$ cat src/rtl/core/tbop_pkg.sv
// Package for the timer bank: transfer payload types, command codes,
// decoded operations and back-end states. It depends on nothing else.
`timescale 1ns / 1ps

package tbop_pkg;

   localparam logic [2:0]  CMD_CREATE  = 3'd0;
   localparam logic [2:0]  CMD_DISPOSE = 3'd1;
   localparam logic [2:0]  CMD_SET     = 3'd2;
   localparam logic [2:0]  CMD_START   = 3'd3;
   localparam logic [2:0]  CMD_STOP    = 3'd4;
   localparam logic [2:0]  CMD_TICK    = 3'd5;

   localparam logic        KIND_REPLY  = 1'b0;
   localparam logic        KIND_EXPIRY = 1'b1;

   localparam logic [31:0] SCALE       = 32'd1000;
   localparam int          QUEUE_DEPTH = 2;

   typedef enum logic [2:0] {
      OP_CREATE,
      OP_DISPOSE,
      OP_SET,
      OP_START,
      OP_STOP,
      OP_TICK,
      OP_BAD
   } op_type;

   typedef enum logic [1:0] {
      ST_IDLE,
      ST_CREATE,
      ST_START,
      ST_TICK
   } st_type;

   typedef struct packed {
      logic [2:0]  cmd;
      logic [3:0]  slot_id;
      logic [22:0] delay;
      logic [22:0] period;
      logic [31:0] now_ms;
   } req_type;

   typedef struct packed {
      logic       kind;
      logic [3:0] result_slot;
      logic       ok;
      logic       last;
   } rsp_type;

   typedef struct packed {
      op_type      op;
      logic [3:0]  slot_id;
      logic        id_ok;
      logic [31:0] delay;
      logic [31:0] period;
      logic [31:0] now_ms;
   } cmd_type;

endpackage

$ cat src/rtl/core/tbop_ram.sv
// Generic single-port-write, single-port-read RAM with a registered read.
// It depends on nothing else.
`timescale 1ns / 1ps

module tbop_ram #(
   parameter int WIDTH = 32,
   parameter int DEPTH = 16
) (
   input  logic                                     clock,
   input  logic                                     wr_en,
   input  logic [((DEPTH > 1) ? $clog2(DEPTH) : 1)-1:0] wr_addr,
   input  logic [WIDTH-1:0]                         wr_data,
   input  logic [((DEPTH > 1) ? $clog2(DEPTH) : 1)-1:0] rd_addr,
   output logic [WIDTH-1:0]                         rd_data
);

   logic [WIDTH-1:0] mem_ff [DEPTH];
   logic [WIDTH-1:0] rd_data_ff;

   always_ff @(posedge clock) begin
      if (wr_en) begin
         mem_ff[wr_addr] <= wr_data;
      end
      rd_data_ff <= mem_ff[rd_addr];
   end

   assign rd_data = rd_data_ff;

endmodule

$ cat src/rtl/core/tbop_front.sv
// Front end of the timer bank: takes command transfers, decodes them,
// scales delay and period, and hands them to the queue. Uses tbop_pkg.
`timescale 1ns / 1ps

module tbop_front #(
   parameter int NUM_SLOTS = 16
) (
   input  logic              clock,
   input  logic              reset,
   input  logic              start,
   output logic              busy,
   input  tbop_pkg::req_type req_data,
   output logic              q_push,
   output tbop_pkg::cmd_type q_data,
   input  logic              q_full
);

   logic              f_vld_ff, f_vld_in;
   tbop_pkg::cmd_type f_data_ff, f_data_in;
   logic              accept;

   assign busy   = f_vld_ff && q_full;
   assign accept = start && !busy;
   assign q_push = f_vld_ff && !q_full;
   assign q_data = f_data_ff;

   always_comb begin
      f_data_in         = f_data_ff;
      f_vld_in          = f_vld_ff;
      if (q_push) begin
         f_vld_in = 1'b0;
      end
      if (accept) begin
         f_vld_in          = 1'b1;
         f_data_in.slot_id = req_data.slot_id;
         f_data_in.id_ok   = (32'(req_data.slot_id) < 32'(NUM_SLOTS));
         f_data_in.delay   = 32'(req_data.delay) * tbop_pkg::SCALE;
         f_data_in.period  = 32'(req_data.period) * tbop_pkg::SCALE;
         f_data_in.now_ms  = req_data.now_ms;
         case (req_data.cmd)
            tbop_pkg::CMD_CREATE:  f_data_in.op = tbop_pkg::OP_CREATE;
            tbop_pkg::CMD_DISPOSE: f_data_in.op = tbop_pkg::OP_DISPOSE;
            tbop_pkg::CMD_SET:     f_data_in.op = tbop_pkg::OP_SET;
            tbop_pkg::CMD_START:   f_data_in.op = tbop_pkg::OP_START;
            tbop_pkg::CMD_STOP:    f_data_in.op = tbop_pkg::OP_STOP;
            tbop_pkg::CMD_TICK:    f_data_in.op = tbop_pkg::OP_TICK;
            default:               f_data_in.op = tbop_pkg::OP_BAD;
         endcase
      end
   end

   always_ff @(posedge clock) begin
      if (reset) begin
         f_vld_ff <= 1'b0;
      end else begin
         f_vld_ff <= f_vld_in;
      end
      f_data_ff <= f_data_in;
   end

endmodule

$ cat src/rtl/core/tbop_queue.sv
// Short flip-flop FIFO of decoded commands between the front and back ends.
// Uses tbop_pkg for the entry type and depth.
`timescale 1ns / 1ps

module tbop_queue (
   input  logic              clock,
   input  logic              reset,
   input  logic              push,
   input  tbop_pkg::cmd_type push_data,
   output logic              full,
   input  logic              pop,
   output logic              empty,
   output tbop_pkg::cmd_type head
);

   localparam int PTR_W = (tbop_pkg::QUEUE_DEPTH > 1) ? $clog2(tbop_pkg::QUEUE_DEPTH) : 1;
   localparam int CNT_W = $clog2(tbop_pkg::QUEUE_DEPTH + 1);
   localparam logic [PTR_W-1:0] LAST_PTR = PTR_W'(tbop_pkg::QUEUE_DEPTH - 1);
   localparam logic [CNT_W-1:0] FULL_CNT = CNT_W'(tbop_pkg::QUEUE_DEPTH);

   tbop_pkg::cmd_type entry_ff [tbop_pkg::QUEUE_DEPTH];
   logic [PTR_W-1:0]  wr_ptr_ff, wr_ptr_in;
   logic [PTR_W-1:0]  rd_ptr_ff, rd_ptr_in;
   logic [CNT_W-1:0]  count_ff, count_in;
   logic              do_push, do_pop;

   assign full    = (count_ff == FULL_CNT);
   assign empty   = (count_ff == '0);
   assign head    = entry_ff[rd_ptr_ff];
   assign do_push = push && !full;
   assign do_pop  = pop && !empty;

   always_comb begin
      wr_ptr_in = wr_ptr_ff;
      rd_ptr_in = rd_ptr_ff;
      count_in  = count_ff;
      if (do_push) begin
         wr_ptr_in = (wr_ptr_ff == LAST_PTR) ? '0 : wr_ptr_ff + 1'b1;
      end
      if (do_pop) begin
         rd_ptr_in = (rd_ptr_ff == LAST_PTR) ? '0 : rd_ptr_ff + 1'b1;
      end
      if (do_push && !do_pop) begin
         count_in = count_ff + 1'b1;
      end else if (do_pop && !do_push) begin
         count_in = count_ff - 1'b1;
      end
   end

   always_ff @(posedge clock) begin
      if (reset) begin
         wr_ptr_ff <= '0;
         rd_ptr_ff <= '0;
         count_ff  <= '0;
      end else begin
         wr_ptr_ff <= wr_ptr_in;
         rd_ptr_ff <= rd_ptr_in;
         count_ff  <= count_in;
      end
      if (do_push) begin
         entry_ff[wr_ptr_ff] <= push_data;
      end
   end

endmodule

$ cat src/rtl/core/tbop_back.sv
// Back end of the timer bank: slot state, the slot RAMs and the sequencer
// that executes queued commands. Uses tbop_pkg and tbop_ram.
`timescale 1ns / 1ps

module tbop_back #(
   parameter int NUM_SLOTS = 16
) (
   input  logic              clock,
   input  logic              reset,
   input  logic              q_empty,
   input  tbop_pkg::cmd_type q_head,
   output logic              q_pop,
   output logic              rsp_valid,
   output tbop_pkg::rsp_type rsp_data
);

   localparam int IDX_W = (NUM_SLOTS > 1) ? $clog2(NUM_SLOTS) : 1;
   localparam int CNT_W = $clog2(NUM_SLOTS + 1);
   localparam logic [CNT_W-1:0] SCAN_END = CNT_W'(NUM_SLOTS);

   tbop_pkg::st_type  state_ff, state_in;
   tbop_pkg::cmd_type cur_ff, cur_in;
   logic [CNT_W-1:0]  scan_ff, scan_in;
   logic              ev_vld_ff, ev_vld_in;
   logic [IDX_W-1:0]  ev_idx_ff, ev_idx_in;
   logic              pend_vld_ff, pend_vld_in;
   logic [IDX_W-1:0]  pend_idx_ff, pend_idx_in;
   logic [NUM_SLOTS-1:0] used_ff, used_in;
   logic [NUM_SLOTS-1:0] active_ff, active_in;
   logic              rsp_valid_ff, rsp_valid_in;
   tbop_pkg::rsp_type rsp_ff, rsp_in;

   logic [IDX_W-1:0]  head_idx, cur_idx, scan_idx;
   logic              head_hit, ev_hit;
   logic [IDX_W-1:0]  wr_idx, rd_idx;
   logic              dly_we, per_we, exp_we;
   logic [31:0]       dly_wdata, per_wdata, exp_wdata;
   logic [31:0]       dly_rd, per_rd, exp_rd;

   assign head_idx = IDX_W'(q_head.slot_id);
   assign cur_idx  = IDX_W'(cur_ff.slot_id);
   assign scan_idx = scan_ff[IDX_W-1:0];
   assign head_hit = q_head.id_ok && used_ff[head_idx];
   assign ev_hit   = used_ff[ev_idx_ff] && active_ff[ev_idx_ff] && (exp_rd <= cur_ff.now_ms);

   tbop_ram #(.WIDTH(32), .DEPTH(NUM_SLOTS)) u_delay_ram (
      .clock   (clock),
      .wr_en   (dly_we),
      .wr_addr (wr_idx),
      .wr_data (dly_wdata),
      .rd_addr (rd_idx),
      .rd_data (dly_rd)
   );

   tbop_ram #(.WIDTH(32), .DEPTH(NUM_SLOTS)) u_period_ram (
      .clock   (clock),
      .wr_en   (per_we),
      .wr_addr (wr_idx),
      .wr_data (per_wdata),
      .rd_addr (rd_idx),
      .rd_data (per_rd)
   );

   tbop_ram #(.WIDTH(32), .DEPTH(NUM_SLOTS)) u_expiry_ram (
      .clock   (clock),
      .wr_en   (exp_we),
      .wr_addr (wr_idx),
      .wr_data (exp_wdata),
      .rd_addr (rd_idx),
      .rd_data (exp_rd)
   );

   always_comb begin
      state_in     = state_ff;
      cur_in       = cur_ff;
      scan_in      = scan_ff;
      ev_vld_in    = 1'b0;
      ev_idx_in    = ev_idx_ff;
      pend_vld_in  = pend_vld_ff;
      pend_idx_in  = pend_idx_ff;
      used_in      = used_ff;
      active_in    = active_ff;
      rsp_valid_in = 1'b0;
      rsp_in       = rsp_ff;
      q_pop        = 1'b0;
      rd_idx       = head_idx;
      wr_idx       = head_idx;
      dly_we       = 1'b0;
      per_we       = 1'b0;
      exp_we       = 1'b0;
      dly_wdata    = '0;
      per_wdata    = '0;
      exp_wdata    = '0;

      case (state_ff)
         tbop_pkg::ST_IDLE: begin
            if (!q_empty) begin
               q_pop              = 1'b1;
               cur_in             = q_head;
               rsp_in.kind        = tbop_pkg::KIND_REPLY;
               rsp_in.result_slot = q_head.slot_id;
               rsp_in.ok          = head_hit;
               rsp_in.last        = 1'b1;
               case (q_head.op)
                  tbop_pkg::OP_CREATE: begin
                     scan_in  = '0;
                     state_in = tbop_pkg::ST_CREATE;
                  end
                  tbop_pkg::OP_DISPOSE: begin
                     if (head_hit) begin
                        used_in[head_idx]   = 1'b0;
                        active_in[head_idx] = 1'b0;
                     end
                     rsp_valid_in = 1'b1;
                  end
                  tbop_pkg::OP_SET: begin
                     dly_we       = head_hit;
                     per_we       = head_hit;
                     dly_wdata    = q_head.delay;
                     per_wdata    = q_head.period;
                     rsp_valid_in = 1'b1;
                  end
                  tbop_pkg::OP_START: begin
                     if (head_hit) begin
                        state_in = tbop_pkg::ST_START;
                     end else begin
                        rsp_valid_in = 1'b1;
                     end
                  end
                  tbop_pkg::OP_STOP: begin
                     if (head_hit) begin
                        active_in[head_idx] = 1'b0;
                     end
                     rsp_valid_in = 1'b1;
                  end
                  tbop_pkg::OP_TICK: begin
                     scan_in     = '0;
                     pend_vld_in = 1'b0;
                     state_in    = tbop_pkg::ST_TICK;
                  end
                  default: begin
                     rsp_in.ok    = 1'b0;
                     rsp_valid_in = 1'b1;
                  end
               endcase
            end
         end

         tbop_pkg::ST_CREATE: begin
            rsp_in.kind = tbop_pkg::KIND_REPLY;
            rsp_in.last = 1'b1;
            if (scan_ff == SCAN_END) begin
               rsp_in.result_slot = '0;
               rsp_in.ok          = 1'b0;
               rsp_valid_in       = 1'b1;
               state_in           = tbop_pkg::ST_IDLE;
            end else if (!used_ff[scan_idx]) begin
               used_in[scan_idx]   = 1'b1;
               active_in[scan_idx] = 1'b0;
               wr_idx              = scan_idx;
               dly_we              = 1'b1;
               per_we              = 1'b1;
               exp_we              = 1'b1;
               rsp_in.result_slot  = 4'(scan_idx);
               rsp_in.ok           = 1'b1;
               rsp_valid_in        = 1'b1;
               state_in            = tbop_pkg::ST_IDLE;
            end else begin
               scan_in = scan_ff + 1'b1;
            end
         end

         tbop_pkg::ST_START: begin
            wr_idx             = cur_idx;
            exp_we             = 1'b1;
            exp_wdata          = cur_ff.now_ms + ((dly_rd != '0) ? dly_rd : per_rd);
            active_in[cur_idx] = 1'b1;
            rsp_in.kind        = tbop_pkg::KIND_REPLY;
            rsp_in.result_slot = cur_ff.slot_id;
            rsp_in.ok          = 1'b1;
            rsp_in.last        = 1'b1;
            rsp_valid_in       = 1'b1;
            state_in           = tbop_pkg::ST_IDLE;
         end

         tbop_pkg::ST_TICK: begin
            rd_idx = scan_idx;
            if (scan_ff != SCAN_END) begin
               ev_vld_in = 1'b1;
               ev_idx_in = scan_idx;
               scan_in   = scan_ff + 1'b1;
            end
            rsp_in.kind = tbop_pkg::KIND_EXPIRY;
            rsp_in.ok   = 1'b1;
            if (ev_vld_ff) begin
               if (ev_hit) begin
                  wr_idx = ev_idx_ff;
                  if (per_rd != '0) begin
                     exp_we    = 1'b1;
                     exp_wdata = cur_ff.now_ms + per_rd;
                  end else begin
                     active_in[ev_idx_ff] = 1'b0;
                  end
                  rsp_in.result_slot = 4'(pend_idx_ff);
                  rsp_in.last        = 1'b0;
                  rsp_valid_in       = pend_vld_ff;
                  pend_vld_in        = 1'b1;
                  pend_idx_in        = ev_idx_ff;
               end
            end else if (scan_ff == SCAN_END) begin
               rsp_in.result_slot = 4'(pend_idx_ff);
               rsp_in.last        = 1'b1;
               rsp_valid_in       = pend_vld_ff;
               pend_vld_in        = 1'b0;
               state_in           = tbop_pkg::ST_IDLE;
            end
         end

         default: begin
            state_in = tbop_pkg::ST_IDLE;
         end
      endcase
   end

   always_ff @(posedge clock) begin
      if (reset) begin
         state_ff     <= tbop_pkg::ST_IDLE;
         ev_vld_ff    <= 1'b0;
         pend_vld_ff  <= 1'b0;
         used_ff      <= '0;
         active_ff    <= '0;
         rsp_valid_ff <= 1'b0;
      end else begin
         state_ff     <= state_in;
         ev_vld_ff    <= ev_vld_in;
         pend_vld_ff  <= pend_vld_in;
         used_ff      <= used_in;
         active_ff    <= active_in;
         rsp_valid_ff <= rsp_valid_in;
      end
      cur_ff      <= cur_in;
      scan_ff     <= scan_in;
      ev_idx_ff   <= ev_idx_in;
      pend_idx_ff <= pend_idx_in;
      rsp_ff      <= rsp_in;
   end

   assign rsp_valid = rsp_valid_ff;
   assign rsp_data  = rsp_ff;

`ifndef SYNTHESIS
   a_active_needs_used: assert property (@(posedge clock) disable iff (reset)
      (active_ff & ~used_ff) == '0)
      else $error("A slot is active without being allocated.");

   a_expiry_from_tick: assert property (@(posedge clock) disable iff (reset)
      (rsp_valid_in && rsp_in.kind == tbop_pkg::KIND_EXPIRY) |-> state_ff == tbop_pkg::ST_TICK)
      else $error("An expiry notification was issued outside a tick scan.");

   a_pending_in_tick: assert property (@(posedge clock) disable iff (reset)
      pend_vld_ff |-> state_ff == tbop_pkg::ST_TICK)
      else $error("A pending expiry survived the end of a tick scan.");

   a_pop_only_idle: assert property (@(posedge clock) disable iff (reset)
      q_pop |-> (state_ff == tbop_pkg::ST_IDLE && !q_empty))
      else $error("The queue was popped while a command was still executing.");
`endif

endmodule

$ cat src/rtl/core/timer_bank_oneshot_periodic.sv
// Top level of the command-driven timer bank with one-shot and periodic slots.
// Instantiates tbop_front, tbop_queue and tbop_back; uses tbop_pkg.
//
// A command is taken when start is high and busy is low; the front end and a
// two-entry queue take a new command every cycle until the queue is full and
// the front-end register holds a command. Each result is shown for one cycle
// with rsp_valid high and cannot be held off. The back end executes one
// command at a time: dispose, set, stop and unknown codes are executed in the
// idle state, start reads the slot RAMs and then does the arming write, create
// walks the slots looking for a free one, and tick reads one slot per cycle
// from the slot RAMs and evaluates it in the next. A command passes through
// the front-end register and the queue before execution begins, and each
// result is shown in the cycle after the back end produces it.
`timescale 1ns / 1ps

module timer_bank_oneshot_periodic #(
   parameter int NUM_SLOTS = 16
) (
   input  logic              clock,
   input  logic              reset,
   input  logic              start,
   output logic              busy,
   input  tbop_pkg::req_type req_data,
   output logic              rsp_valid,
   output tbop_pkg::rsp_type rsp_data
);

   logic              q_push, q_full, q_pop, q_empty;
   tbop_pkg::cmd_type q_data, q_head;

   tbop_front #(.NUM_SLOTS(NUM_SLOTS)) u_front (
      .clock    (clock),
      .reset    (reset),
      .start    (start),
      .busy     (busy),
      .req_data (req_data),
      .q_push   (q_push),
      .q_data   (q_data),
      .q_full   (q_full)
   );

   tbop_queue u_queue (
      .clock     (clock),
      .reset     (reset),
      .push      (q_push),
      .push_data (q_data),
      .full      (q_full),
      .pop       (q_pop),
      .empty     (q_empty),
      .head      (q_head)
   );

   tbop_back #(.NUM_SLOTS(NUM_SLOTS)) u_back (
      .clock     (clock),
      .reset     (reset),
      .q_empty   (q_empty),
      .q_head    (q_head),
      .q_pop     (q_pop),
      .rsp_valid (rsp_valid),
      .rsp_data  (rsp_data)
   );

endmodule
$ cat config.mk
export PLATFORM = sky130hd
export DESIGN_NAME = timer_bank_oneshot_periodic
export DESIGN_NICKNAME = d
export VERILOG_FILES = /design/src/rtl/core/tbop_pkg.sv /design/src/rtl/core/tbop_ram.sv /design/src/rtl/core/tbop_front.sv /design/src/rtl/core/tbop_queue.sv /design/src/rtl/core/tbop_back.sv /design/src/rtl/core/timer_bank_oneshot_periodic.sv
export SDC_FILE = /design/constraint.sdc
export NUM_CORES = 2
export LEC_CHECK = 0
export BUFFER_PORTS_ARGS = -buffer_cell sky130_fd_sc_hd__buf_2
export CORE_MARGIN = 2
export CORE_UTILIZATION = 60
export DETAILED_ROUTE_END_ITERATION = 8
export PLACE_DENSITY = 0.78
export SLEW_MARGIN = 30
export SYNTH_ARGS = -nofsm -noshare
export SYNTH_HDL_FRONTEND = slang
export SYNTH_SLANG_ARGS = --single-unit
$ cat constraint.sdc
create_clock -name clock -period 18.14 [get_ports clock]
set_input_delay 3.628 -clock clock [delete_from_list [all_inputs] [get_ports clock]]
set_output_delay 3.628 -clock clock [all_outputs]
set_load 0.05 [all_outputs]
Yosys cells after proc, flatten, opt, wreduce, memory -nomap -nowiden
Memory sizes are Yosys's and may differ from the RTL's. A register that Yosys moved wholly into a read port is not among the register bits.
Index checks and enable logic that the tools add are counted.
{"block": "classes", "bitwise": 11, "eq_ne": 36, "n_reduce_logical": 45, "n_lt_le_gt_ge": 9, "addsub": 7, "mux": 114, "mul": 2}
{"cell": "$mux 32", "count": 10}
{"cell": "$mux 16", "count": 13}
{"cell": "$add 32x32->32", "count": 2}
{"cell": "$and 16x16->16", "count": 4}
{"cell": "$pmux 16 s4", "count": 1}
{"cell": "$pmux 32 s2", "count": 1}
{"cell": "$reduce_bool 32->1", "count": 2}
{"cell": "$mul 23x7->29 const B", "count": 2}
{"cell": "$not 16->16", "count": 3}
{"cell": "$mux 1", "count": 45}
{"cell": "$mux 5", "count": 7}
{"cell": "$le 32x32->1", "count": 1}
{"cell": "$mux 4", "count": 8}
{"cell": "$or 16x16->16", "count": 2}
{"cell": "$pmux 16 s2", "count": 1}
{"cell": "$pmux 7 s4", "count": 1}
{"cell": "$lt 4x5->1 const B", "count": 4}
{"cell": "$ne 2x2->1 const B", "count": 9}
{"cell": "$pmux 3 s6", "count": 1}
{"cell": "$reduce_and 6->1", "count": 3}
{"cell": "$bmux 1 s4", "count": 4}
{"cell": "$demux 1 s4", "count": 4}
{"cell": "$ge 4x1->1 const B", "count": 4}
{"cell": "$mux 2", "count": 8}
{"cell": "other kinds (39)", "count": 84}
{"block": "totals", "ramBits": 1730, "n_memories": 4, "input_bits": 88, "wordCells": 252, "regBits": 195}
{"memory": "u_back.u_delay_ram.mem_ff", "depth": 16, "word_bits": 32, "rd": 1, "rd_clocked_by_memory_dff": 1, "wr": 1, "line_no": "tbop_ram.sv:17", "source": "logic [WIDTH-1:0] mem_ff [DEPTH];"}
{"memory": "u_back.u_expiry_ram.mem_ff", "depth": 16, "word_bits": 32, "rd": 1, "rd_clocked_by_memory_dff": 1, "wr": 1, "line_no": "tbop_ram.sv:17"}
{"memory": "u_back.u_period_ram.mem_ff", "depth": 16, "word_bits": 32, "rd": 1, "rd_clocked_by_memory_dff": 1, "wr": 1, "line_no": "tbop_ram.sv:17"}
{"memory": "u_queue.entry_ff", "depth": 2, "word_bits": 97, "rd": 1, "rd_clocked_by_memory_dff": 1, "wr": 1, "line_no": "tbop_queue.sv:21", "source": "tbop_pkg::cmd_type entry_ff [tbop_pkg::QUEUE_DEPTH];"}

Logic depth before layout (Yosys ltp)
{"block": "logic_depth", "depth_word": 10, "mapped_depth": 16}

By module
Synthesis repeated with hierarchy kept, for this count alone.
{"block": "hier_totals", "hier_cells": 5007, "area_unflattened_um2": 87995.6}
{"mod": "tbop_ram", "n_inst": 3, "area_each_um2": 19835.3, "cells_each": 838}
{"mod": "tbop_front", "n_inst": 1, "area_each_um2": 10782.8, "cells_each": 969}
{"mod": "tbop_back", "n_inst": 1, "area_each_um2": 9733.1, "cells_each": 1175}
{"mod": "tbop_queue", "n_inst": 1, "area_each_um2": 7973.9, "cells_each": 349}

Worst setup path after synthesis
OpenSTA, ideal clock, no wires.
{"block": "synth_path", "path_kind": "input port to flip-flop", "from": "input start", "to": "register u_front.f_data_ff, in the netlist u_front.q_data[0] (enable)", "stages": 1, "arrival_time_ns": 7.852, "setup_time_ns": 0.563, "slack_ns": 9.725, "n_path_buf": 0, "t_required_ns": 17.577, "path_cell_list": "nor2b_1"}
{"block": "synth_between", "elab_chain_cells": 1}
{"element": "start: declaration", "line_no": "timer_bank_oneshot_periodic.sv:21", "source": "input logic start,"}
{"element": "$logic_and 1x1->1", "line_no": "tbop_front.sv:23", "source": "assign accept = start && !busy;"}
{"element": "end signal: assignment", "line_no": "tbop_front.sv:58", "source": "f_data_ff <= f_data_in;"}
{"element": "end: declaration", "line_no": "tbop_front.sv:19", "source": "tbop_pkg::cmd_type f_data_ff, f_data_in;"}
Every way passes these cells.
A chain may end at the register's enable or synchronous reset.

Final worst setup path
{"block": "layout_path", "from": "input req_data[61] in the netlist's numbering", "to": "register u_front.f_data_ff, in the netlist u_front.q_data[92] (data pin)"}
{"block": "layout_between", "elab_chain_cells": 1}
{"element": "start: declaration", "line_no": "timer_bank_oneshot_periodic.sv:23", "source": "input tbop_pkg::req_type req_data,"}
{"element": "$mul 23x7->29", "line_no": "tbop_front.sv:37", "source": "f_data_in.delay = 32'(req_data.delay) * tbop_pkg::SCALE;"}
Every way passes these cells.

==> run metrics <==
Layout Skew=0.04038 ns; count of endpoints failing hold in the final timing report=0; gate count after technology mapping=4,734; relative area change from synthesis to final layout=10.99%; CTS H-tree lvls=4; highest net fanout along the worst path=6; crit-path leading delay family=adder cells; most numerous cell in the Yosys netlist=sky130_fd_sc_hd__edfxtp_1; result of the run=finished clean; fraction of layout cells with a size suffix above 1=18.76%; Synth top area share=64.67%; class of the most critical hold timing path=flip-flop to flip-flop; cells along the critical path=buf_2, inv_1, fa_1, fa_1, fa_1, fa_1, inv_1, ha_1, a2111oi_0, o21ai_1, and3_1, a41o_1, a211oi_1, o21ai_1, a31o_2, a21oi_1, xnor2_1; number of maximum-capacitance constraint violations=0; overall routing resource usage=27.14%; total core area=137,300 sq um; Port Buffer Count=96; layout net count=5,387; sequential fraction of the synthesis area=67.88%; Min Clock Period, post-route=7.974 ns; share of synthesized flip-flops with an asynchronous set or reset=0%; worst flop-to-flop path startpoint=u_back.cur_ff[13]$_DFFE_PP_; Post-synth EDFFs=1,787; worst-case headroom to the max-slew limit=30.51%; cell with the biggest individual delay on the critical path=sky130_fd_sc_hd__fa_1; number of warnings issued by yosys=0; Distinct cells, synth=72; Post-Route Setup TNS=0 ns; clock sink total=1,920; Inserted Clock Buffers=184; total congestion overflow=0; Hold Startpoint=u_front.q_data[46]$_DFFE_PP_; number of antenna-violating nets in the routed design=0; top cells by instance count after synthesis=sky130_fd_sc_hd__edfxtp_1, sky130_fd_sc_hd__mux4_2, sky130_fd_sc_hd__inv_1; final std cell area, no fill=92,090 sq um; maximum root-to-sink buffer count=3; clock tree from TritonCTS=built; part of the cycle the worst path needs=43.96%; RSZ-0062 raised after global routing=false; cell repeated most along the worst path=sky130_fd_sc_hd__fa_1; global-route wire length before repair=282.7 mm; number of antenna violations at the first check in global routing=4; RD Place Congestion=0.9329; data arrival time of the worst path=8.53 ns; Vias/cell=6.463; net count after synthesis=5,207; average footprint of a synthesized cell=17.53 sq um; post-detail-place hpwl=108.5 mm; height of the die=375.9 microns; count of buffers added by post-CTS timing repair for setup=0; crit-path max cell delay=0.54 ns; final number of setup-violating endpoints=0; number of top-level pins=97; classification of the worst setup path=input port to flip-flop; total iterations of the first detailed-routing run=6; Die Outline Area=141,300 sq um; clock root buffer=sky130_fd_sc_hd__clkbuf_16; largest cells by area after synthesis=sky130_fd_sc_hd__edfxtp_1, sky130_fd_sc_hd__mux4_2, sky130_fd_sc_hd__fa_1; width of the die=375.9 microns; number of DRC violations after detailed-routing iteration 0=5,393; count of non-filler cells in the finished layout=6,866; sum of internal, switching and leakage power=13,440 uW; cell area after synthesis=82,980 sq um; site row count=136; reported leakage power=0.03114 uW; actual slew at the worst max-slew pin=1.042 ns; cell taking the most area after synthesis=sky130_fd_sc_hd__edfxtp_1; most instantiated flip-flop cell in the synthesis netlist=sky130_fd_sc_hd__edfxtp_1; number of resized instances in the post-cts repair step=0; maximum number of pins on one net before global-route repair=124; startpoint of the worst setup timing path=req_data[61]; DR DRC count=0; flip-flop and latch count after synthesis=1,920; Max Clk Rate=125.4 MHz; initial core utilization=60.42%; total detailed-routing wirelength=191.3 mm; launching element type of the critical path=input port; number of pins exceeding their max-slew limit in the final report=0; final routed wire length divided by cell count=27.87 microns; crit path capture type=flip-flop; Buf/Inv on CP=3; via count of the first global-routing pass=44,840; worst supply voltage drop on vdd=0.09461 mV; Placed Instances=6,517; required time of the critical path=18.70 ns; total vias in the final route=44,380; clock edge transition at the registers on the reported setup and hold paths=0.07 ns; instance area after placement=85,900 sq um; Final WS setup=10.17 ns; Clock Latency Late Sink=0.83 ns; power per standard cell area=146.0 nW/um^2; post-placement setup slack=9.372 ns; count of hold-fix buffers inserted at cts=0
==> kinds of logic after synthesis <==
family,Yosys count,share of synthesized area (%)
xor+xnor,101,1.066
compound gates,674,5.269
flops,1920,67.88
buf+inv,498,2.405
fa+ha+maj,385,7.307
mux,578,12.62
simple gates,578,3.450
==> placed cells by master (no fill, tap or decap), types with 15 or more instances in the layout <==
cell type,n
sky130_fd_sc_hd__a211oi_1,142
sky130_fd_sc_hd__a21o_1,76
sky130_fd_sc_hd__a21oi_1,201
sky130_fd_sc_hd__a31oi_1,36
sky130_fd_sc_hd__buf_2,96
sky130_fd_sc_hd__buf_4,73
sky130_fd_sc_hd__clkbuf_1,49
sky130_fd_sc_hd__clkbuf_16,185
sky130_fd_sc_hd__clkinv_1,28
sky130_fd_sc_hd__clkinv_2,30
sky130_fd_sc_hd__dfxtp_1,131
sky130_fd_sc_hd__edfxtp_1,1787
sky130_fd_sc_hd__fa_1,166
sky130_fd_sc_hd__ha_1,219
sky130_fd_sc_hd__inv_1,308
sky130_fd_sc_hd__mux2_2,36
sky130_fd_sc_hd__mux2i_1,169
sky130_fd_sc_hd__mux4_2,369
sky130_fd_sc_hd__nand2_1,96
sky130_fd_sc_hd__nand2b_1,20
sky130_fd_sc_hd__nand3_1,36
sky130_fd_sc_hd__nor2_1,130
sky130_fd_sc_hd__nor2_2,20
sky130_fd_sc_hd__nor2_4,25
sky130_fd_sc_hd__nor2b_1,104
sky130_fd_sc_hd__nor3_1,42
sky130_fd_sc_hd__nor4_1,16
sky130_fd_sc_hd__o21ai_0,73
sky130_fd_sc_hd__o221ai_1,18
sky130_fd_sc_hd__o22ai_2,15
sky130_fd_sc_hd__xnor2_1,58
sky130_fd_sc_hd__xor2_1,43
==> routing by layer <==
layer  up-vias  part of all wire [%]  GRT usage (%)
met5         -                0.0063              0
met4         2                   3.3          10.05
met3       383                   8.9          4.317
met2      2391                    49          44.11
met1     22700                    39          37.64
li1      18900                     -              -
==> report_power, final <==
group	internal (uW)	total (uW)	switching [uW]
clock network	2120	3780	1660
registers	5360	5660	298
logic	1660	4010	2350
==> path summary, 6_finish.rpt <==
check	to	slack, ns	cells after the start
hold reg to reg	u_queue.entry_ff[1][43]$_DFFE_PP_	0.44	0
setup reg to reg	u_back.u_period_ram.mem_ff[8][11]$_DFFE_PP_	12.39	11
setup / recovery	u_front.q_data[92]$_DFFE_PP_	10.17	17
hold / removal	u_queue.entry_ff[1][43]$_DFFE_PP_	0.44	0
==> flip-flops by register name, indices dropped and copies added (netlist names), 7 cells and up, named ones only <==
| name | flops |
|---|---|
| u_back.u_period_ram.rd_data | 29 |
| u_back.u_expiry_ram.rd_data | 32 |
| u_back.u_delay_ram.mem_ff | 464 |
| u_back.rsp_data | 7 |
| u_back.u_expiry_ram.mem_ff | 512 |
| u_back.u_period_ram.mem_ff | 464 |
| u_back.used_ff | 16 |
| u_queue.entry_ff | 194 |
| u_back.u_delay_ram.rd_data | 29 |
| u_back.active_ff | 16 |
| u_back.cur_ff | 32 |
| u_front.q_data | 97 |
==> final cells by class <==
cell class | instances | area, sq um
flip-flops and latches | 1920 | 56330
fillers | 8689 | 45230
multi-input cells | 2316 | 25140
clock buffers | 244 | 4951
well taps | 1794 | 2245
repair buffers | 181 | 1271
inverters | 311 | 1170
clock inverters | 98 | 984.7
diodes | 2 | 5.005
==> per-stage QoR <==
step | utilization, % | hold WS (ns)
finish | 67.06 | 0.4363
global route | 67.06 | 0.4459
CTS | 66.88 | 0.4383
detailed placement | 62.55 | 0.4316
global placement | 62.51 | 0.4216
floorplan | - | 0.4206
(Power assumes the default switching activity.)
